### src/design/dcms_pkg.sv
// Shared types and constants for the depth column minimum scan block.
// Used by all modules under design/; no dependencies of its own.
package dcms_pkg;

  localparam int MAX_WIDTH   = 512;
  localparam int MAX_HEIGHT  = 512;
  localparam int COL_W       = $clog2(MAX_WIDTH);
  localparam int ROW_W       = $clog2(MAX_HEIGHT);
  localparam int SIZE_W      = 10;
  localparam int DEPTH_W     = 16;
  localparam int RANGE_W     = 17;
  localparam int CFG_IDX_W   = 3;
  localparam int CFG_DATA_W  = 17;
  localparam int QUEUE_DEPTH = 3;
  localparam int QPTR_W      = $clog2(QUEUE_DEPTH);
  localparam int QCNT_W      = $clog2(QUEUE_DEPTH + 1);

  // register indexes
  localparam logic [CFG_IDX_W-1:0] REG_FRAME_WIDTH       = 3'd0;
  localparam logic [CFG_IDX_W-1:0] REG_FRAME_HEIGHT      = 3'd1;
  localparam logic [CFG_IDX_W-1:0] REG_CENTER_ONLY       = 3'd2;
  localparam logic [CFG_IDX_W-1:0] REG_NO_RETURN_VALUE   = 3'd3;
  localparam logic [CFG_IDX_W-1:0] REG_CENTER_ZERO_VALUE = 3'd4;

  // reset values
  localparam logic [SIZE_W-1:0]  RST_FRAME_WIDTH       = 10'd320;
  localparam logic [SIZE_W-1:0]  RST_FRAME_HEIGHT      = 10'd240;
  localparam logic [RANGE_W-1:0] RST_NO_RETURN_VALUE   = 17'd99999;
  localparam logic [RANGE_W-1:0] RST_CENTER_ZERO_VALUE = 17'd8;

  typedef struct packed {
    logic [SIZE_W-1:0]  frame_width;
    logic [SIZE_W-1:0]  frame_height;
    logic               center_only;
    logic [RANGE_W-1:0] no_return_value;
    logic [RANGE_W-1:0] center_zero_value;
  } cfg_t;

  typedef struct packed {
    logic [COL_W-1:0]   column;
    logic [RANGE_W-1:0] range_mm;
    logic               last;
  } scan_t;

  // saturate a size register to 1..max
  function automatic logic [SIZE_W-1:0] clamp_size(input logic [SIZE_W-1:0] v,
                                                   input logic [SIZE_W-1:0] max);
    logic [SIZE_W-1:0] res;
    if (v == '0) begin
      res = SIZE_W'(1);
    end else if (v > max) begin
      res = max;
    end else begin
      res = v;
    end
    return res;
  endfunction

endpackage

### src/design/dcms_cfg.sv
// Configuration register file for the depth column minimum scan.
// Depends on dcms_pkg.
module dcms_cfg (
  input  logic                            clk,
  input  logic                            rst,
  input  logic                            cfg_valid,
  input  logic [dcms_pkg::CFG_IDX_W-1:0]  cfg_index,
  input  logic [dcms_pkg::CFG_DATA_W-1:0] cfg_data,
  output dcms_pkg::cfg_t                  cfg
);

  always_ff @(posedge clk) begin
    if (rst) begin
      cfg.frame_width       <= dcms_pkg::RST_FRAME_WIDTH;
      cfg.frame_height      <= dcms_pkg::RST_FRAME_HEIGHT;
      cfg.center_only       <= 1'b0;
      cfg.no_return_value   <= dcms_pkg::RST_NO_RETURN_VALUE;
      cfg.center_zero_value <= dcms_pkg::RST_CENTER_ZERO_VALUE;
    end else if (cfg_valid) begin
      case (cfg_index)
        dcms_pkg::REG_FRAME_WIDTH: begin
          cfg.frame_width <= cfg_data[dcms_pkg::SIZE_W-1:0];
        end
        dcms_pkg::REG_FRAME_HEIGHT: begin
          cfg.frame_height <= cfg_data[dcms_pkg::SIZE_W-1:0];
        end
        dcms_pkg::REG_CENTER_ONLY: begin
          cfg.center_only <= cfg_data[0];
        end
        dcms_pkg::REG_NO_RETURN_VALUE: begin
          cfg.no_return_value <= cfg_data[dcms_pkg::RANGE_W-1:0];
        end
        dcms_pkg::REG_CENTER_ZERO_VALUE: begin
          cfg.center_zero_value <= cfg_data[dcms_pkg::RANGE_W-1:0];
        end
        default: begin
        end
      endcase
    end
  end

endmodule

### config.mk
export PLATFORM = sky130hd
export DESIGN_NAME = dcms_cfg
export DESIGN_NICKNAME = d
export VERILOG_FILES = /design/src/design/dcms_pkg.sv /design/src/design/dcms_cfg.sv
export SDC_FILE = /design/constraint.sdc
export NUM_CORES = 1
export LEC_CHECK = 0
export ABC_AREA = 1
export ABC_CLOCK_PERIOD_IN_PS = 1200
export BUFFER_PORTS_ARGS = -buffer_cell sky130_fd_sc_hd__buf_4
export CORE_MARGIN = 10
export CORE_UTILIZATION = 49
export CTS_CLUSTER_SIZE = 8
export DETAILED_ROUTE_END_ITERATION = 7
export HOLD_SLACK_MARGIN = 0.12
export PLACE_DENSITY = 0.84
export SLEW_MARGIN = 20
export SYNTH_ARGS = -nofsm -noshare
export SYNTH_HDL_FRONTEND = slang
export SYNTH_SLANG_ARGS = --single-unit
### constraint.sdc
create_clock -name clk -period 1.2 [get_ports clk]
set_clock_uncertainty 0.1 [all_clocks]
set_input_delay 0.24 -clock clk [delete_from_list [all_inputs] [get_ports clk]]
set_output_delay 0.24 -clock clk [all_outputs]
set_load 0.1 [all_outputs]
* After elaboration in Yosys (flattened, before gate mapping) *
Index checks and enable logic that the tools add are counted.
Widths: inputs -> output; s select.

word-level totals
  register bits = 55
  input port bits = 23
  logic and storage cells = 15

operators by class
  equal/unequal tests = 4
  reduce and logical (&&, ||, !) cells = 6

operators with widths
  operator            number
  $reduce_and 2->1    5
  $eq 3x2->1 const B  2
  $eq 3x1->1 const B  1
  $eq 3x3->1 const B  1
  $logic_not 3->1     1

* Longest topological paths before layout *
  depth after elaboration = 2
  gate-level depth with buffers = 6

* Worst setup path before layout *
OpenSTA, ideal clock, no wires.

  path kind = register to register
  start = reg cfg[3] (netlist name)
  end = reg cfg[3] in the netlist's numbering
  setup time = 0.065 ns
  data arrival time = 1.211 ns
  path slack = -0.176 ns
  stages on the path, launching flop included = 3
  buffers on the path = 0
  period minus slack after synthesis = 1.376 ns
  cell sequence = dfxtp_1 -> o21ai_0 -> nand3_1

RTL lines
  element           line           text
  end: declaration  dcms_cfg.sv:9  output dcms_pkg::cfg_t cfg

==> reports/qor.yml <==
status:
  outcome: "finished, violations left"
  violations: "setup timing"
die:
  die_h_um: 86.9
  pin_count: 78
  initial_core_util_pct: 50.4
  die_x_um: 86.9
  die_area_sq_um: 7560
  core_sq_um: 4350
  row_count: 24
hold_path:
  hold_depth: 5
  min_path_type: "input port to flop"
clock_network:
  clock-root-buffer: "clkbuf_8"
  path_clk_slew_ns: 0.10
  cts.htree.levels: 2
  cts_tree: "built"
  numCtsBuffers: 5
  cts.sink_count: 55
  clk_latency_ns: 0.31
  cts_buffer_depth: 2
power_and_ir_drop:
  irDropWorstVdd_mv: 1.03
  p_int_w: 0.00273
  clkPwrFrac_pct: 24.2
  leakagePower_nw: 1.80
  power_w: 0.00428
  power_density_nw_per_um2: 1070
  power_switching_w: 0.00155
  p_sw_share_pct: 36.1
  p_comb_share_pct: 29.7
  seq_power_share_pct: 46.1
sta:
  rsz0062_at_grt: "true"
  whs_ns: 0.166
  post-route-min-period_ns: 1.25
  worst_slack_ns: -0.0502
  setup_viol: 47
  max_freq_mhz: 800
  maxSlewViolCount: 0
  fin_crit_sh_pct: 104
  hold_violations: 0
  max-slew-margin-rel_pct: 70.9
  tightest_slew_ns: 0.435
critical_path:
  path_delay_family: "buffers and inverters"
  cp.depth: 6
  end_kind: "flop"
  crit_buf_inv: 3
  cp_max_fo: 3
  crit_required_ns: 1.32
  cp_slowest_cell: "dlygate4sd3_1"
  worstPathArrival_ns: 1.37
  worstPathCellList: "dlygate4sd3_1 -> buf_4 -> inv_4 -> nand3_1 -> nand2_1 -> nor2_1"
  max_stage_delay_ns: 0.56
  worstSetupStartpointType: "input port"
  critPathKind: "input port to flop"
  rr_worst_depth: 3
synth:
  synth.area.top_cells: "dfxtp_1 50%, nor2_1 13%, nand2_1 13%"
  yosysTopAreaCell: "dfxtp_1"
  synth-seq-area-share_pct: 50.2
  ys_ff_latch: 55
  yosysWarnings: 0
  synth.most_common_cell: "nor2_1"
  async_flop_share_pct: 0
  synth_top_area_share_pct: 50.2
  synth-main-ff-cell: "dfxtp_1"
  netlist_instances: 307
  synth_nets: 330
  syn_area_sq_um: 2190
  syn_avg_cell_area_sq_um: 7.15
  netlist_top_cells_count: "76 x nor2_1, 75 x nand2_1, 55 x dfxtp_1"
  synthDistinctLibCells: 18
  synth_edf_count: 0
finish:
  drive_gt1_share_pct: 43.3
  multi_input_area_sq_um: 951
  seq_area_sq_um: 1180
  top_regs: "cfg (55)"
  diodes: 0
  registers.top_by_ff_count: "cfg"
  fillCellCount: 149
  fin_cells: 465
  largest_reg_flops: 55
  finalNetCount: 437
  area_delta_synth_final_pct: 81.7
route:
  drc_errors: 0
  first_pass_iters: 5
  ant_nets: 0
  viasPerCell: 6.23
  drt_wl_total_um: 11200
  via_count: 2898
  first_iter_violations: 323
  wl_per_cell_um: 24.2
placement:
  dpl.hpwl_um: 4920
  dpl.cell_count: 436
  io_buffers: 77
  globalplace.congestion: 0.865
global_route:
  grt_pass1_wl_um: 14400
  antenna_found_initial: 0
  grt_usage_pct: 24.0
  first_global_vias: 2718
  grt_overflow: 0
  grt_max_degree: 29
flow_run:
  cap_violations: 0
==> cells by family (layout without fill, tap and decap cells) <==
group,count (synthesis),count (layout),synth area share (%)
simple gates,217,217,42.5
flops,55,55,50.2
buf+inv,33,139,6.84
compound gates,2,2,0.456
==> worst paths after layout <==
kind,startpoint,endpoint,slack (ns)
setup / recovery,cfg_data[2],cfg[37]$_SDFFE_PP0P_,-0.05
hold / removal,cfg_data[13],cfg[30]$_SDFFE_PP0P_,0.17
setup reg to reg,cfg[2]$_SDFFE_PP0P_,cfg[2]$_SDFFE_PP0P_,0.23
hold reg to reg,cfg[32]$_SDFFE_PP1P_,cfg[32]$_SDFFE_PP1P_,0.40
==> cell usage in the layout (no fill, tap or decap) <==
cell            count
dfxtp_4             5
nand3b_1            3
clkbuf_1            1
inv_4               1
clkbuf_8            5
nand2_2             4
dfxtp_2            50
clkinv_1            1
nor2_2              5
nand3_2             1
inv_1              11
nor2_1             75
inv_2               7
nor2_4              3
dlymetal6s4s_1      1
o21ai_0             1
a21oi_1             1
nand3_1            51
buf_4              37
buf_12             60
dlygate4sd3_1      14
clkinvlp_4          1
nand2_1            75
==> area by class of cell <==
type | instances | area share [%]
Sequential cell | 55 | 29.7
Tap cell | 52 | 1.63
Clock buffer | 6 | 1.82
Timing Repair Buffer | 112 | 40.9
Multi-Input combinational cell | 219 | 23.8
Inverter | 21 | 2.13
==> through the flow <==
stage | setup TNS (ns) | utilization [%] | area, sq um | setup WS, ns
2_1_floorplan | 0 | - | 2260 | 0.155
3_3_place_gp | -0.00247 | 68.6 | 2990 | -0.00161
3_5_place_dp | -0.559 | 68.6 | 2990 | -0.0904
4_1_cts | -0.00620 | 88.3 | 3840 | -0.00262
5_1_grt | -1.63 | 91.6 | 3990 | -0.0477
6_report | -1.05 | 91.6 | 3990 | -0.0502
==> worst register-to-register path, cell delays in order, from the launching register on <==
cell and delay, ns:
dfxtp_2 0.36, buf_4 0.14, nor2_1 0.18, nor2_1 0.09
==> power by group through the flow <==
| stage | Combinational [W] | Sequential [W] | Clock (W) |
|---|---|---|---|
| after floorplan | 0.000227 | 0.00244 | 0 |
| after global placement | 0.000954 | 0.00197 | 0 |
| after global routing | 0.00130 | 0.00198 | 0.00105 |
| final | 0.00127 | 0.00197 | 0.00104 |
| after detailed placement | 0.000965 | 0.00198 | 0 |
| after CTS | 0.00115 | 0.00197 | 0.000949 |
==> per-layer routing <==
metal / share of wire (%) / vias to the layer above / GRT usage [%]
met5: 0 / - / 0
met4: 9.9 / 0 / 12.2
met3: 13 / 108 / 8.15
met2: 46 / 303 / 41.4
met1: 31 / 1321 / 25.2
li1: - / 1166 / -
==> what timing repair did <==
action / 4_1_cts / 5_1_grt
setup endpoints to repair: 55 / 74
hold buffers: 15 / 0
hold endpoints to repair: 17 / 0
gates resized for setup: 154 / 26
buffers inserted: 0 / 8
cloned: 0 / 0
pin swaps: 0 / 1
No activity file was read; power rests on OpenSTA's default activity.
