## src/design/dcms_pkg.sv

```systemverilog
// Shared types and constants for the depth column minimum scan block.
// Used by all modules under design/; no dependencies of its own.
package dcms_pkg;

  localparam int MAX_WIDTH   = 512;
  localparam int MAX_HEIGHT  = 512;
  localparam int COL_W       = $clog2(MAX_WIDTH);
  localparam int ROW_W       = $clog2(MAX_HEIGHT);
  localparam int SIZE_W      = 10;
  localparam int DEPTH_W     = 16;
  localparam int RANGE_W     = 17;
  localparam int CFG_IDX_W   = 3;
  localparam int CFG_DATA_W  = 17;
  localparam int QUEUE_DEPTH = 3;
  localparam int QPTR_W      = $clog2(QUEUE_DEPTH);
  localparam int QCNT_W      = $clog2(QUEUE_DEPTH + 1);

  // register indexes
  localparam logic [CFG_IDX_W-1:0] REG_FRAME_WIDTH       = 3'd0;
  localparam logic [CFG_IDX_W-1:0] REG_FRAME_HEIGHT      = 3'd1;
  localparam logic [CFG_IDX_W-1:0] REG_CENTER_ONLY       = 3'd2;
  localparam logic [CFG_IDX_W-1:0] REG_NO_RETURN_VALUE   = 3'd3;
  localparam logic [CFG_IDX_W-1:0] REG_CENTER_ZERO_VALUE = 3'd4;

  // reset values
  localparam logic [SIZE_W-1:0]  RST_FRAME_WIDTH       = 10'd320;
  localparam logic [SIZE_W-1:0]  RST_FRAME_HEIGHT      = 10'd240;
  localparam logic [RANGE_W-1:0] RST_NO_RETURN_VALUE   = 17'd99999;
  localparam logic [RANGE_W-1:0] RST_CENTER_ZERO_VALUE = 17'd8;

  typedef struct packed {
    logic [SIZE_W-1:0]  frame_width;
    logic [SIZE_W-1:0]  frame_height;
    logic               center_only;
    logic [RANGE_W-1:0] no_return_value;
    logic [RANGE_W-1:0] center_zero_value;
  } cfg_t;

  typedef struct packed {
    logic [COL_W-1:0]   column;
    logic [RANGE_W-1:0] range_mm;
    logic               last;
  } scan_t;

  // saturate a size register to 1..max
  function automatic logic [SIZE_W-1:0] clamp_size(input logic [SIZE_W-1:0] v,
                                                   input logic [SIZE_W-1:0] max);
    logic [SIZE_W-1:0] res;
    if (v == '0) begin
      res = SIZE_W'(1);
    end else if (v > max) begin
      res = max;
    end else begin
      res = v;
    end
    return res;
  endfunction

endpackage

```

## src/design/dcms_queue.sv

```systemverilog
// Small result queue between the update stage and the scan output port.
// Depends on dcms_pkg.
module dcms_queue (
  input  logic                        clk,
  input  logic                        rst,
  input  logic                        push,
  input  dcms_pkg::scan_t             push_data,
  input  logic                        pop_stall,
  output logic                        pop_valid,
  output dcms_pkg::scan_t             pop_data,
  output logic [dcms_pkg::QCNT_W-1:0] count
);

  dcms_pkg::scan_t entries [dcms_pkg::QUEUE_DEPTH];
  logic [dcms_pkg::QPTR_W-1:0] wr_ptr;
  logic [dcms_pkg::QPTR_W-1:0] rd_ptr;
  logic pop;

  assign pop_valid = (count != '0);
  assign pop_data  = entries[rd_ptr];
  assign pop       = pop_valid && !pop_stall;

  function automatic logic [dcms_pkg::QPTR_W-1:0] ptr_inc(
      input logic [dcms_pkg::QPTR_W-1:0] p);
    logic [dcms_pkg::QPTR_W-1:0] res;
    if (p == dcms_pkg::QPTR_W'(dcms_pkg::QUEUE_DEPTH - 1)) begin
      res = '0;
    end else begin
      res = p + 1'b1;
    end
    return res;
  endfunction

  always_ff @(posedge clk) begin
    if (rst) begin
      wr_ptr <= '0;
      rd_ptr <= '0;
      count  <= '0;
    end else begin
      if (push) begin
        wr_ptr <= ptr_inc(wr_ptr);
      end
      if (pop) begin
        rd_ptr <= ptr_inc(rd_ptr);
      end
      case ({push, pop})
        2'b10:   count <= count + 1'b1;
        2'b01:   count <= count - 1'b1;
        default: count <= count;
      endcase
    end
  end

  always_ff @(posedge clk) begin
    if (push) begin
      entries[wr_ptr] <= push_data;
    end
  end

endmodule

```

## config.mk

```make
export PLATFORM = sky130hd
export DESIGN_NAME = dcms_queue
export DESIGN_NICKNAME = d
export VERILOG_FILES = /design/src/design/dcms_pkg.sv /design/src/design/dcms_queue.sv
export SDC_FILE = /design/constraint.sdc
export NUM_CORES = 1
export LEC_CHECK = 0
export BUFFER_PORTS_ARGS = -buffer_cell sky130_fd_sc_hd__buf_4
export CAP_MARGIN = 20
export CORE_MARGIN = 2
export CORE_UTILIZATION = 54
export DETAILED_ROUTE_END_ITERATION = 10
export GPL_ROUTABILITY_DRIVEN = 0
export GPL_TIMING_DRIVEN = 0
export PLACE_DENSITY = 0.78
export RECOVER_POWER = 100
export SYNTH_ARGS = -nofsm -noshare
export SYNTH_HDL_FRONTEND = slang
export SYNTH_SLANG_ARGS = --single-unit
export TNS_END_PERCENT = 30
```

## constraint.sdc

```tcl
create_clock -name clk -period 4.45 [get_ports clk]
set_clock_uncertainty 0.2 [all_clocks]
set_input_delay 1.1125 -clock clk [delete_from_list [all_inputs] [get_ports clk]]
set_output_delay 1.1125 -clock clk [all_outputs]
set_load 0.05 [all_outputs]
```

== Yosys cells after proc, flatten, opt, wreduce, memory -nomap -nowiden ==
Memories as Yosys holds them, arrays and structs flattened. A register that Yosys moved wholly into a read port is not among the register bits.
Cells that the tools add are included.
Word-level totals
  memories: 1
  memory bits (writable): 81
  bits of input ports: 31
  bits in registers: 6
  output and inout bits: 30
Memory list
  entries: words 3, width 27, rd ports 1, clocked after memory_dff 1, write ports 1, line dcms_queue.sv:14  | dcms_pkg::scan_t entries [dcms_pkg::QUEUE_DEPTH];
Operators by class
  equality and inequality tests: 4
  add/subtract/negate cells: 4
  reduce and logical (&&, ||, !) cells: 4
  muxes and demuxes: 7
Operators by type and width (number)
  two-way mux 2 bit: 4
  adder 2 x 1 -> 2 bit (second input constant): 3
  equality test 2 bit (second input constant): 3
  one-hot mux 2 bit (2 select lines): 1
  nonzero test 2 bit: 2
  equality test 2 x 1 -> 1 bit (second input constant): 1
  two-way mux 1 bit: 2
  subtractor 2 x 1 -> 2 bit (second input constant): 1
  logical AND 1 bit: 1
  zero test 1 bit: 1

== Longest topological paths before layout ==
Gate-level depths: netlist (run 1).
  depth after elaboration: 4
  gate-level depth with buffers: 6
  gate-level depth less buffers: 6

== Least setup slack after synthesis (run 1) ==
Ideal clock, no wire load.
  path type: input port to flip-flop
  start point: in push
  end point: mem entries[0][0] (netlist bit), enable pin
  slack: 693 ps
  stages on the path: 2
  required time: 3803 ps
  arrival time: 3109 ps
  buffers on the path: 0
  setup time: 447 ps
  path through: inv_1 nor3_1
On the way
  word-level cells in the longest chain between the ends: 2
Ends and longest elaborated chain
  start: declaration: line dcms_queue.sv:6  | input logic push,
  two-way mux 1 bit: line dcms_queue.sv:55  | if (push) begin
  two-way mux 1 bit (not written as such): line dcms_queue.sv:56  | entries[wr_ptr] <= push_data;
  end: declaration: line dcms_queue.sv:14
Every way passes these cells.

== Worst setup path in the final report (run 1) ==
  start point: in push
  end point: mem entries[0][6] (netlist bit), enable pin
Same word-level chain as after synthesis.

==> qor.log, run 1 <==
qor: outcome.outcome finished with violations
qor: outcome.failed_checks max-capacitance violations, max-slew violations
qor: placement.dp_wirelength 3.45 mm
qor: setup_path.cp.arrival 3.38 ns
qor: setup_path.worstSetupPathDepth 5
qor: worst_hold_path.worst_hold_path_type flop to flop
qor: layout.number_of_nets_in_the_finished_design 310
qor: setup_path.worst-r2r-setup-slack 1.61 ns
qor: clock_tree.post_cts_hold_buffer_count 0
qor: timing.fin_tns_setup 0 ns
qor: grt.pin_count_of_the_biggest_net_entering_global_routing 28
qor: synthesis.post_synth_instance_area 0.00330 sq mm
qor: grt.vias_in_the_first_global_route 1710
qor: power.total_leakage_power 1.23 nW
qor: power.peakVddDrop 376 uV
qor: drt.final_antenna_net_count 0
qor: setup_path.slowest_cell_on_the_critical_path nor3_1
qor: setup_path.worst-path-max-fanout 12
qor: synthesis.ys_ff_latch 89
qor: timing.finalMaxSlewViolations 41
qor: synthesis.synth-edff-count 81
qor: clock_tree.numCtsBuffers 9
qor: clock_tree.cts_resized 0
qor: grt.antenna_found_initial 0
qor: clock_tree.insertion_delay 0.34 ns
qor: synthesis.yosys.area.top_type_share 0.738
qor: floorplan.die_width 82.1 microns
qor: synthesis.yosys_most_used_dff edfxtp_1
qor: floorplan.io_pins 61
qor: timing.max_slew.worst_pin.slew 2.36 ns
qor: layout.synthToLayoutAreaGrowth 17.1%
qor: setup_path.critical-path-top-delay-family simple AND/OR/NAND/NOR gates
qor: drt.wl 5.23 mm
qor: synthesis.yosys.area.top_type edfxtp_1
qor: setup_path.timing.reg2reg.worst_path_depth 3
qor: timing.fin_crit_share 0.791
qor: synthesis.synthMostInstantiatedCell edfxtp_1
qor: drt.number_of_drc_markers_after_the_initial_detailed_route_iteration 85
qor: grt.globalRouteOverflowTotal 0
qor: clock_tree.cts_root_buffer clkbuf_8
qor: layout.area.sequential 0.00259 sq mm
qor: layout.number_of_standard_cells_in_the_final_layout_excluding_fillers 358
qor: setup_path.setup.worst_path.end entries[0][6]$_DFFE_PP_
qor: power.power_density 551 mW/mm^2
qor: synthesis.ys.warnings.count 0
qor: synthesis.synth-async-reset-ratio 0
qor: clock_tree.cts_tree done
qor: floorplan.floorplan.initialDensity 0.557
qor: drt.via_count 1835
qor: timing.fmax 0.284 GHz
qor: layout.multi_input_comb_area 649 sq um
qor: timing.setup_violations 0
qor: clock_tree.cts.path.max_buffers 2
qor: setup_path.worst-path-buf-inv 4
qor: drt.remaining_drc_errors 0
qor: floorplan.core.rowCount 28
qor: floorplan.area_of_the_die 0.00674 sq mm
qor: placement.port_buffers 60
qor: setup_path.critical_path_most_common_cell clkbuf_1
qor: floorplan.core-area 0.00592 sq mm
qor: worst_hold_path.holdPathStages 2
qor: floorplan.die_height 82.1 microns
qor: synthesis.syn_nets 236
qor: synthesis.seq_area_frac_synth 0.787
qor: setup_path.cp_cell_sequence clkbuf_1 -> inv_1 -> nor3_1 -> clkbuf_1 -> buf_6
qor: layout.n_fill_cell 452
qor: setup_path.worst_setup_path_startpoint push
qor: timing.post-route-min-period 3.52 ns
qor: timing.report.final.hold_viol_count 0
qor: synthesis.ys_top_cells_by_area edfxtp_1 (74%), mux2i_1 (8.2%), dfxtp_1 (4.9%)
qor: setup_path.cp_slowest_stage_delay 1.25 ns
qor: synthesis.synthCells 204
qor: synthesis.synth_commonest_cells edfxtp_1 (81), nand2_1 (30), mux2i_1 (27), o21ai_0 (20)
qor: clock_tree.tritoncts_num_sinks 89
qor: synthesis.post_synth_num_cell_types 23
qor: timing.rsz0062_at_grt false
qor: clock_tree.post-cts-setup-buffer-count 0
qor: setup_path.timing.rr.end entries[0][6]$_DFFE_PP_
qor: grt.grt_pass1_wl 7.72 mm
qor: setup_path.required 4.31 ns
qor: drt.routed_via_density 5.13
qor: layout.share_of_final_layout_standard_cells_stronger_than_drive_strength_1 0.0919
qor: placement.numPlacedInstances 342
qor: setup_path.worst_r2r_startpoint wr_ptr[0]$_SDFFE_PP0P_
qor: grt.globalRouteTotalUtil 0.166
qor: job.cap_violations 2
qor: clock_tree.cts.clk_slew.worst_paths 0.08 ns
qor: timing.worst_slew_margin_rel -0.579
qor: synthesis.synth.avg_cell_area 16.2 sq um
qor: setup_path.timing.setup.critical_path_class input port to flop
qor: clock_tree.htreeDepth 3
qor: drt.routed_wire_length_per_instance 14.6 microns
qor: setup_path.endpoint_kind flop
qor: drt.detail_route.first_pass.iterations 4
qor: layout.num_antenna_cells 0
qor: setup_path.crit_path_start_kind input port
## worst reg2reg max path, cell delays in order, from the launching register on
cell	delay, ns
dfxtp_1	0.33
nor3_1	1.26
clkbuf_1	0.53
buf_6	0.23
## cell usage in the layout, fill, tap and decap left out
master      instances
or2_2               1
mux2i_1            27
clkbuf_1           64
or3b_1              1
edfxtp_1           81
clkinv_2            3
buf_6               1
buf_4               4
a21oi_1             4
and3b_1             1
clkbuf_4            3
nor2_1              3
nand2_1            30
nor2b_1             1
clkinvlp_4          1
o21ai_0            20
xor2_1              1
bufinv_16           2
nor3_1              1
inv_1               2
xnor2_1             1
or3_1               2
dfxtp_1             8
clkbuf_8            9
ha_1                1
o21ba_2             1
o21ai_1             8
o21bai_1            1
buf_2               1
## kinds of logic after synthesis
kind of cell / count (synthesis) / synth area share
flops: 89 / 0.787
mux: 27 / 0.0820
simple gates: 40 / 0.0520
fa+ha+maj: 1 / 0.00380
compound gates: 34 / 0.0539
xor+xnor: 2 / 0.00532
buf+inv: 11 / 0.0163
## flip-flops by register name, summed over array words and instances (netlist names), named ones only
name / flops
rd_ptr: 2
entries: 81
count: 2
wr_ptr: 2
## metal layers
layer	global-route usage	wire length [microns]	up-vias
met3	0.0609	355	7
met5	0	0	-
met2	0.283	2770	56
met4	0.0750	84	0
li1	-	-	911
met1	0.186	2020	861
## area by class of cell
class	count	share of cell area
tap	75	0.0243
buffer	9	0.0120
clock inverter	6	0.0214
sequential	89	0.672
inverter	2	0.00195
multi-input combinational	104	0.168
timing repair buffer	63	0.0671
clock buffer	10	0.0331
## per-stage QoR
step / hold WS [ns] / area, sq um / power (mW) / worst slack [ns] / util
after floorplan: 0.246 / 3300 / 1.47 / 0.693 / -
after global placement: 0.267 / 3840 / 1.65 / -0.521 / 0.649
after detailed placement: 0.276 / 3900 / 1.67 / 1.43 / 0.659
after CTS: 0.287 / 4110 / 2.23 / 1.39 / 0.695
after global routing: 0.309 / 3860 / 2.21 / 0.715 / 0.652
final: 0.285 / 3860 / 2.13 / 0.929 / 0.652
## power breakdown
part | switching (mW) | total (mW) | internal, mW
Sequential | 0.0196 | 0.983 | 0.963
Combinational | 0.442 | 0.576 | 0.134
Clock | 0.254 | 0.567 | 0.313
## worst min-delay path by stage
stage                           startpoint                     end  slack [ns]
finish              rd_ptr[0]$_SDFFE_PP0N_  rd_ptr[0]$_SDFFE_PP0N_        0.28
global route        rd_ptr[0]$_SDFFE_PP0N_  rd_ptr[0]$_SDFFE_PP0N_        0.31
CTS                 rd_ptr[1]$_SDFFE_PP0N_                    flop        0.29
detailed placement  rd_ptr[0]$_SDFFE_PP0N_  rd_ptr[0]$_SDFFE_PP0N_        0.28
global placement    rd_ptr[0]$_SDFFE_PP0N_  rd_ptr[0]$_SDFFE_PP0N_        0.27
floorplan           rd_ptr[0]$_SDFFE_PP0N_                    flop        0.25
No activity file was read; power rests on OpenSTA's default activity.
==> run 2, diff against run 1 <==
==> constraint.sdc (replaced) <==
create_clock -name clk -period 3.45 [get_ports clk]
set_clock_uncertainty 0.2 [all_clocks]
set_input_delay 0.8625 -clock clk [delete_from_list [all_inputs] [get_ports clk]]
set_output_delay 0.8625 -clock clk [all_outputs]
set_load 0.05 [all_outputs]
==> run 2 against run 1 <==
  * Critical path depth did not move
  * Design area fell by 1.5%
  * Utilization fell by 0.99 points
  * Total power rose by 22%
  * Wire length rose by 5.2%
  * Sequential share of layout area rose by 1.0 points
  * Largest power group unchanged
  * Largest cell class unchanged
  * Sequential power rose by 29%
  * Hold slack improved by 0.0074 ns
  * The run ends with max-capacitance violations left
  * Combinational power rose by 29%
==> qor.log, run 2 (synthesis gave the netlist of run 1 again) <==
qor: outcome.outcome finished with violations [unchanged]
qor: outcome.failed_checks max-capacitance violations [was max-capacitance violations, max-slew violations]
qor: drt.via_count 1853 [was 1835]
qor: drt.number_of_drc_markers_after_the_initial_detailed_route_iteration 120 [was 85]
qor: clock_tree.htreeDepth 3 [unchanged]
qor: grt.pin_count_of_the_biggest_net_entering_global_routing 28 [unchanged]
qor: drt.top_signal_layer_used met4 [unchanged]
qor: timing.finalMaxSlewViolations 0 [was 41]
qor: layout.number_of_standard_cells_in_the_final_layout_excluding_fillers 357 [was 358]
qor: drt.detailroute.wirelength.met3 279 microns [was 355 microns]
qor: grt.grt_pass1_wl 8.18 mm [was 7.72 mm]
qor: drt.wl_met1 2.32 mm [was 2.02 mm]
qor: grt.globalRouteOverflowTotal 0 [unchanged]
qor: layout.synthToLayoutAreaGrowth 15.3% [was 17.1%]
qor: timing.worst_slew_margin_rel 0.00982 [was -0.579]
qor: floorplan.io_pins 61 [unchanged]
qor: clock_tree.cts.path.max_buffers 2 [unchanged]
qor: setup_path.worst-path-max-fanout 10 [was 12]
qor: layout.fin_util 0.642 [was 0.652]
qor: floorplan.area_of_the_die 0.00674 sq mm [unchanged]
qor: layout.top_register entries [unchanged]
qor: job.cap_violations 1 [was 2]
qor: timing.hold-worst-slack 0.292 ns [was 0.285 ns]
qor: clock_tree.cts_tree done [unchanged]
qor: placement.dp_wirelength 3.52 mm [was 3.45 mm]
qor: timing.report.final.hold_viol_count 0 [unchanged]
qor: clock_tree.post-cts-setup-buffer-count 0 [unchanged]
qor: clock_tree.cts.clk_slew.worst_paths 0.08 ns [about the same]
qor: clock_tree.tritoncts_num_sinks 89 [unchanged]
qor: floorplan.core.rowCount 28 [unchanged]
qor: grt.vias_in_the_first_global_route 1794 [was 1710]
qor: placement.numPlacedInstances 341 [was 342]
qor: floorplan.die_height 82.1 microns [unchanged]
qor: timing.rsz0062_at_grt false [unchanged]
qor: setup_path.worst-r2r-setup-slack 0.86 ns [was 1.61 ns]
qor: clock_tree.post_cts_hold_buffer_count 0 [unchanged]
qor: setup_path.timing.reg2reg.worst_path_depth 2 [was 3]
qor: clock_tree.cts_root_buffer clkbuf_8 [unchanged]
qor: worst_hold_path.worst_hold_path_type flop to flop [unchanged]
qor: timing.fin_tns_setup 0 ns [unchanged]
qor: setup_path.timing.setup.critical_path_class flop to output pin [was input port to flop]
qor: drt.wl 5.50 mm [was 5.23 mm]
qor: timing.fin_crit_share 0.879
qor: drt.detail_route.first_pass.iterations 4 [unchanged]
qor: grt.antenna_found_initial 0 [unchanged]
qor: floorplan.die_width 82.1 microns [unchanged]
qor: drt.remaining_drc_errors 0 [unchanged]
qor: drt.routed_wire_length_per_instance 15.4 microns [was 14.6 microns]
qor: clock_tree.numCtsBuffers 9 [unchanged]
qor: setup_path.crit_path_start_kind flop [was input port]
qor: placement.port_buffers 60 [unchanged]
qor: power.peakVddDrop 582 uV [was 376 uV]
qor: layout.largest_register_ffs 81 [unchanged]
qor: setup_path.timing.rr.end entries[0][23]$_DFFE_PP_ [was entries[0][6]$_DFFE_PP_]
qor: layout.most_frequent_cells_in_the_layout edfxtp_1 (81), clkbuf_1 (68), nand2_1 (30), mux2i_1 (27), o21ai_0 (20) [was edfxtp_1 (81), clkbuf_1 (64), nand2_1 (30), mux2i_1 (27), o21ai_0 (20)]
qor: setup_path.endpoint_kind output pin [was flop]
qor: power.total_leakage_power 1.20 nW [was 1.23 nW]
qor: drt.routed_via_density 5.19 [was 5.13]
qor: floorplan.core-area 0.00592 sq mm [unchanged]
qor: timing.fmax 0.330 GHz
qor: floorplan.floorplan.initialDensity 0.557 [unchanged]
qor: timing.max_slew.worst_pin.slew 1.48 ns [was 2.36 ns]
qor: setup_path.worst_r2r_startpoint wr_ptr[0]$_SDFFE_PP0P_ [unchanged]
qor: setup_path.setup.worst_path.end pop_data[9] [was entries[0][6]$_DFFE_PP_]
qor: layout.share_of_final_layout_standard_cells_stronger_than_drive_strength_1 0.0816 [was 0.0919]
qor: drt.dr_wl_met2 2.83 mm [was 2.77 mm]
qor: setup_path.cp.arrival 1.97 ns [was 3.38 ns]
qor: clock_tree.cts_resized 0 [unchanged]
qor: power.power_density 681 mW/mm^2 [was 551 mW/mm^2]
qor: layout.num_antenna_cells 0 [unchanged]
qor: setup_path.required 2.39 ns [was 4.31 ns]
qor: timing.setup_violations 0 [unchanged]
qor: clock_tree.insertion_delay 0.33 ns [was 0.34 ns]
qor: layout.number_of_nets_in_the_finished_design 309 [was 310]
qor: grt.globalRouteTotalUtil 0.171 [was 0.166]
qor: drt.final_antenna_net_count 0 [unchanged]
qor: layout.layout_commonest_cell edfxtp_1 [unchanged]
qor: timing.post-route-min-period 3.03 ns
## run 2: area by class of cell
type,instances,area (sq um)
sequential,89,2590
fill,465,2120
multi-input combinational,104,657
timing repair buffer,62,251
clock buffer,15,146
tap,75,93.8
buffer,9,46.3
inverter,2,7.51
clock inverter,1,5.00
## run 2: where the power goes
part	total [mW]	switching [mW]	internal (mW)
logic	0.745	0.571	0.174
registers	1.27	0.0274	1.24
clock network	0.571	0.308	0.263
total	2.59	0.906	1.68
## run 2: worst min path at each step
stage / slack (ns) / startpoint / endpoint / cells past startpoint
after floorplan: 0.25 / rd_ptr[0]$_SDFFE_PP0N_ / flop / 2
after global placement: 0.27 / rd_ptr[1]$_SDFFE_PP0N_ / rd_ptr[1]$_SDFFE_PP0N_ / 2
after detailed placement: 0.28 / rd_ptr[1]$_SDFFE_PP0N_ / rd_ptr[1]$_SDFFE_PP0N_ / 2
after CTS: 0.29 / rd_ptr[1]$_SDFFE_PP0N_ / flop / 2
after global routing: 0.31 / rd_ptr[0]$_SDFFE_PP0N_ / flop / 2
final: 0.29 / rd_ptr[0]$_SDFFE_PP0N_ / rd_ptr[0]$_SDFFE_PP0N_ / 2
## run 2: per-stage QoR
step / cell area [sq um] / setup slack, ns / power, mW
2_1_floorplan: 3300 / 0.548 / 1.89
3_3_place_gp: 3840 / -0.0517 / 2.13
3_5_place_dp: 3910 / 0.973 / 2.16
4_1_cts: 4070 / 0.616 / 2.72
5_1_grt: 3800 / 0.266 / 2.69
6_report: 3800 / 0.418 / 2.59
## run 2: critical path, cell delays in order, from the launching register on
cell and delay (ns):
dfxtp_1 0.31, buf_2 0.18, clkbuf_1 0.42, nand2_1 0.09, o21ai_0 0.13, clkbuf_1 0.50
## run 2: per-layer routing
layer	vias up	global-route usage
met5	-	0
met4	0	0.0867
met3	5	0.0380
met2	49	0.298
met1	893	0.201
li1	906	-
==> run 3, diff against run 2 <==
--- a/config.mk
+++ b/config.mk
@@ -6,7 +6,7 @@
 export NUM_CORES = 1
 export LEC_CHECK = 0
 export BUFFER_PORTS_ARGS = -buffer_cell sky130_fd_sc_hd__buf_4
-export CAP_MARGIN = 20
+export CORE_ASPECT_RATIO = 0.6
 export CORE_MARGIN = 2
 export CORE_UTILIZATION = 54
 export DETAILED_ROUTE_END_ITERATION = 10
==> run 3 against run 2 <==
  * The run now ends clean
  * Cell count rose by 1.4%
  * Fmax fell by 2.5%
  * Critical path depth did not move
  * Count of clock-buffer cells in the layout fell by 6
  * Hold slack improved by 0.015 ns
  * Total power rose by 3.8%
  * Clock power rose by 16%
  * Via count rose by 0.32%
  * Global-route usage rose by 2.0 points
  * Largest power group unchanged
==> qor.log, run 3 (synthesis gave the netlist of run 1 again) <==
qor: outcome.outcome complete, no violations [was finished with violations]
qor: drt.detail_route.first_pass.iterations 4 [unchanged]
qor: timing.worst_slew_margin_rel 0.118 [was 0.00982]
qor: layout.fin_util 0.670 [was 0.642]
qor: drt.routed_via_density 5.14 [was 5.19]
qor: clock_tree.cts_resized 0 [unchanged]
qor: setup_path.worst-path-max-fanout 10 [unchanged]
qor: setup_path.endpoint_kind output pin [unchanged]
qor: clock_tree.post_cts_hold_buffer_count 0 [unchanged]
qor: drt.routed_wire_length_per_instance 15.9 microns [was 15.4 microns]
qor: setup_path.worst-r2r-setup-slack 0.84 ns [was 0.86 ns]
qor: floorplan.die_width 105 microns [was 82.1 microns]
qor: grt.globalRouteTotalUtil 0.191 [was 0.171]
qor: setup_path.crit_path_start_kind flop [unchanged]
qor: power.power_density 700 mW/mm^2 [was 681 mW/mm^2]
qor: layout.top_register entries [unchanged]
qor: drt.remaining_drc_errors 0 [unchanged]
qor: timing.post-route-min-period 3.11 ns [was 3.03 ns]
qor: timing.max_slew.worst_pin.slew 1.32 ns [was 1.48 ns]
qor: layout.area.sequential 0.00259 sq mm [unchanged]
qor: clock_tree.cts_tree done [unchanged]
qor: layout.multi_input_comb_area 654 sq um [was 657 sq um]
qor: floorplan.floorplan.initialDensity 0.575 [was 0.557]
qor: clock_tree.tritoncts_num_sinks 89 [unchanged]
qor: floorplan.core.rowCount 21 [was 28]
qor: placement.dp_wirelength 3.84 mm [was 3.52 mm]
qor: power.total_leakage_power 1.21 nW [was 1.20 nW]
qor: layout.number_of_nets_in_the_finished_design 309 [unchanged]
qor: grt.vias_in_the_first_global_route 1863 [was 1794]
qor: floorplan.area_of_the_die 0.00676 sq mm [was 0.00674 sq mm]
qor: drt.number_of_drc_markers_after_the_initial_detailed_route_iteration 85 [was 120]
qor: layout.layout_commonest_cell edfxtp_1 [unchanged]
qor: setup_path.timing.setup.critical_path_class flop to output pin [unchanged]
qor: setup_path.required 2.39 ns [about the same]
qor: setup_path.cp.arrival 2.05 ns [was 1.97 ns]
qor: clock_tree.cts.path.max_buffers 2 [unchanged]
qor: layout.synthToLayoutAreaGrowth 16.4% [was 15.3%]
qor: clock_tree.numCtsBuffers 9 [unchanged]
qor: layout.num_antenna_cells 0 [unchanged]
qor: worst_hold_path.worst_hold_path_type flop to flop [unchanged]
qor: layout.layout_cell_area_excl_fill 0.00384 sq mm [was 0.00380 sq mm]
qor: grt.grt_pass1_wl 9.27 mm [was 8.18 mm]
qor: clock_tree.post-cts-setup-buffer-count 0 [unchanged]
qor: layout.most_frequent_cells_in_the_layout edfxtp_1 (81), clkbuf_1 (62), nand2_1 (30), mux2i_1 (27), o21ai_0 (20) [was edfxtp_1 (81), clkbuf_1 (68), nand2_1 (30), mux2i_1 (27), o21ai_0 (20)]
qor: floorplan.core-area 0.00573 sq mm [was 0.00592 sq mm]
qor: timing.fmax 0.322 GHz [was 0.330 GHz]
qor: timing.setup_violations 0 [unchanged]
qor: job.cap_violations 0 [was 1]
qor: timing.fin_tns_setup 0 ns [unchanged]
qor: grt.pin_count_of_the_biggest_net_entering_global_routing 29 [was 28]
qor: grt.globalRouteOverflowTotal 0 [unchanged]
qor: drt.wl 5.77 mm [was 5.50 mm]
qor: placement.port_buffers 60 [unchanged]
qor: clock_tree.cts.clk_slew.worst_paths 0.09 ns [was 0.08 ns]
qor: grt.antenna_found_initial 0 [unchanged]
qor: drt.via_count 1859 [was 1853]
qor: drt.final_antenna_net_count 0 [unchanged]
qor: placement.post_dp_cell_area 0.00390 sq mm [was 0.00391 sq mm]
qor: clock_tree.insertion_delay 0.35 ns [was 0.33 ns]
qor: timing.finalMaxSlewViolations 0 [unchanged]
qor: power.peakVddDrop 497 uV [was 582 uV]
qor: floorplan.io_pins 61 [unchanged]
qor: clock_tree.htreeDepth 3 [unchanged]
qor: timing.fin_crit_share 0.901 [was 0.879]
qor: timing.rsz0062_at_grt false [unchanged]
qor: layout.largest_register_ffs 81 [unchanged]
qor: layout.n_fill_cell 463 [was 465]
qor: clock_tree.cts_root_buffer clkbuf_8 [unchanged]
qor: floorplan.die_height 64.5 microns [was 82.1 microns]
qor: layout.share_of_final_layout_standard_cells_stronger_than_drive_strength_1 0.0887 [was 0.0816]
qor: timing.report.final.hold_viol_count 0 [unchanged]
run 3: final cells by class:
class,count,share of cell area
Clock buffer,9,0.0323
Sequential cell,89,0.676
Multi-Input combinational cell,104,0.171
Timing Repair Buffer,62,0.0655
Inverter,2,0.00196
Tap cell,80,0.0261
Clock inverter,7,0.0160
Buffer,9,0.0121
run 3: critical path, cell delays in order (launching register included):
cell	delay, ns
dfxtp_1	0.32
buf_4	0.19
buf_4	0.26
mux2i_1	0.13
o21ai_0	0.28
clkbuf_1	0.51
run 3: layer usage:
layer,vias to the layer above,global-route usage,wire length [microns]
met2,79,0.307,2640
met4,0,0.0850,19
met1,873,0.244,2670
li1,905,-,-
met5,-,0,0
met3,2,0.0594,442
run 3: worst paths after layout:
check                                             from                      end  depth (start not counted)
worst max-delay path                              flop              pop_data[5]                          5
worst min register to register  rd_ptr[0]$_SDFFE_PP0N_   rd_ptr[0]$_SDFFE_PP0N_                          2
worst min-delay path            rd_ptr[0]$_SDFFE_PP0N_   rd_ptr[0]$_SDFFE_PP0N_                          2
worst max register to register  wr_ptr[1]$_SDFFE_PP0P_  entries[2][5]$_DFFE_PP_                          3
run 3: metrics by stage:
step | instances | worst slack, ns | hold WS, ns | power, mW
4_1_cts | 362 | 0.611 | 0.299 | 2.81
6_report | 362 | 0.342 | 0.307 | 2.69
3_5_place_dp | 346 | 0.772 | 0.285 | 2.16
3_3_place_gp | 344 | 0.0499 | 0.273 | 2.14
5_1_grt | 362 | 0.264 | 0.336 | 2.80
2_1_floorplan | 204 | 0.548 | 0.246 | 1.89
run 3: where the power goes:
part / switching (mW) / leakage (nW) / internal [mW]
registers: 0.0277 / 0.815 / 1.24
clock network: 0.335 / 0.0877 / 0.326
logic: 0.578 / 0.306 / 0.176
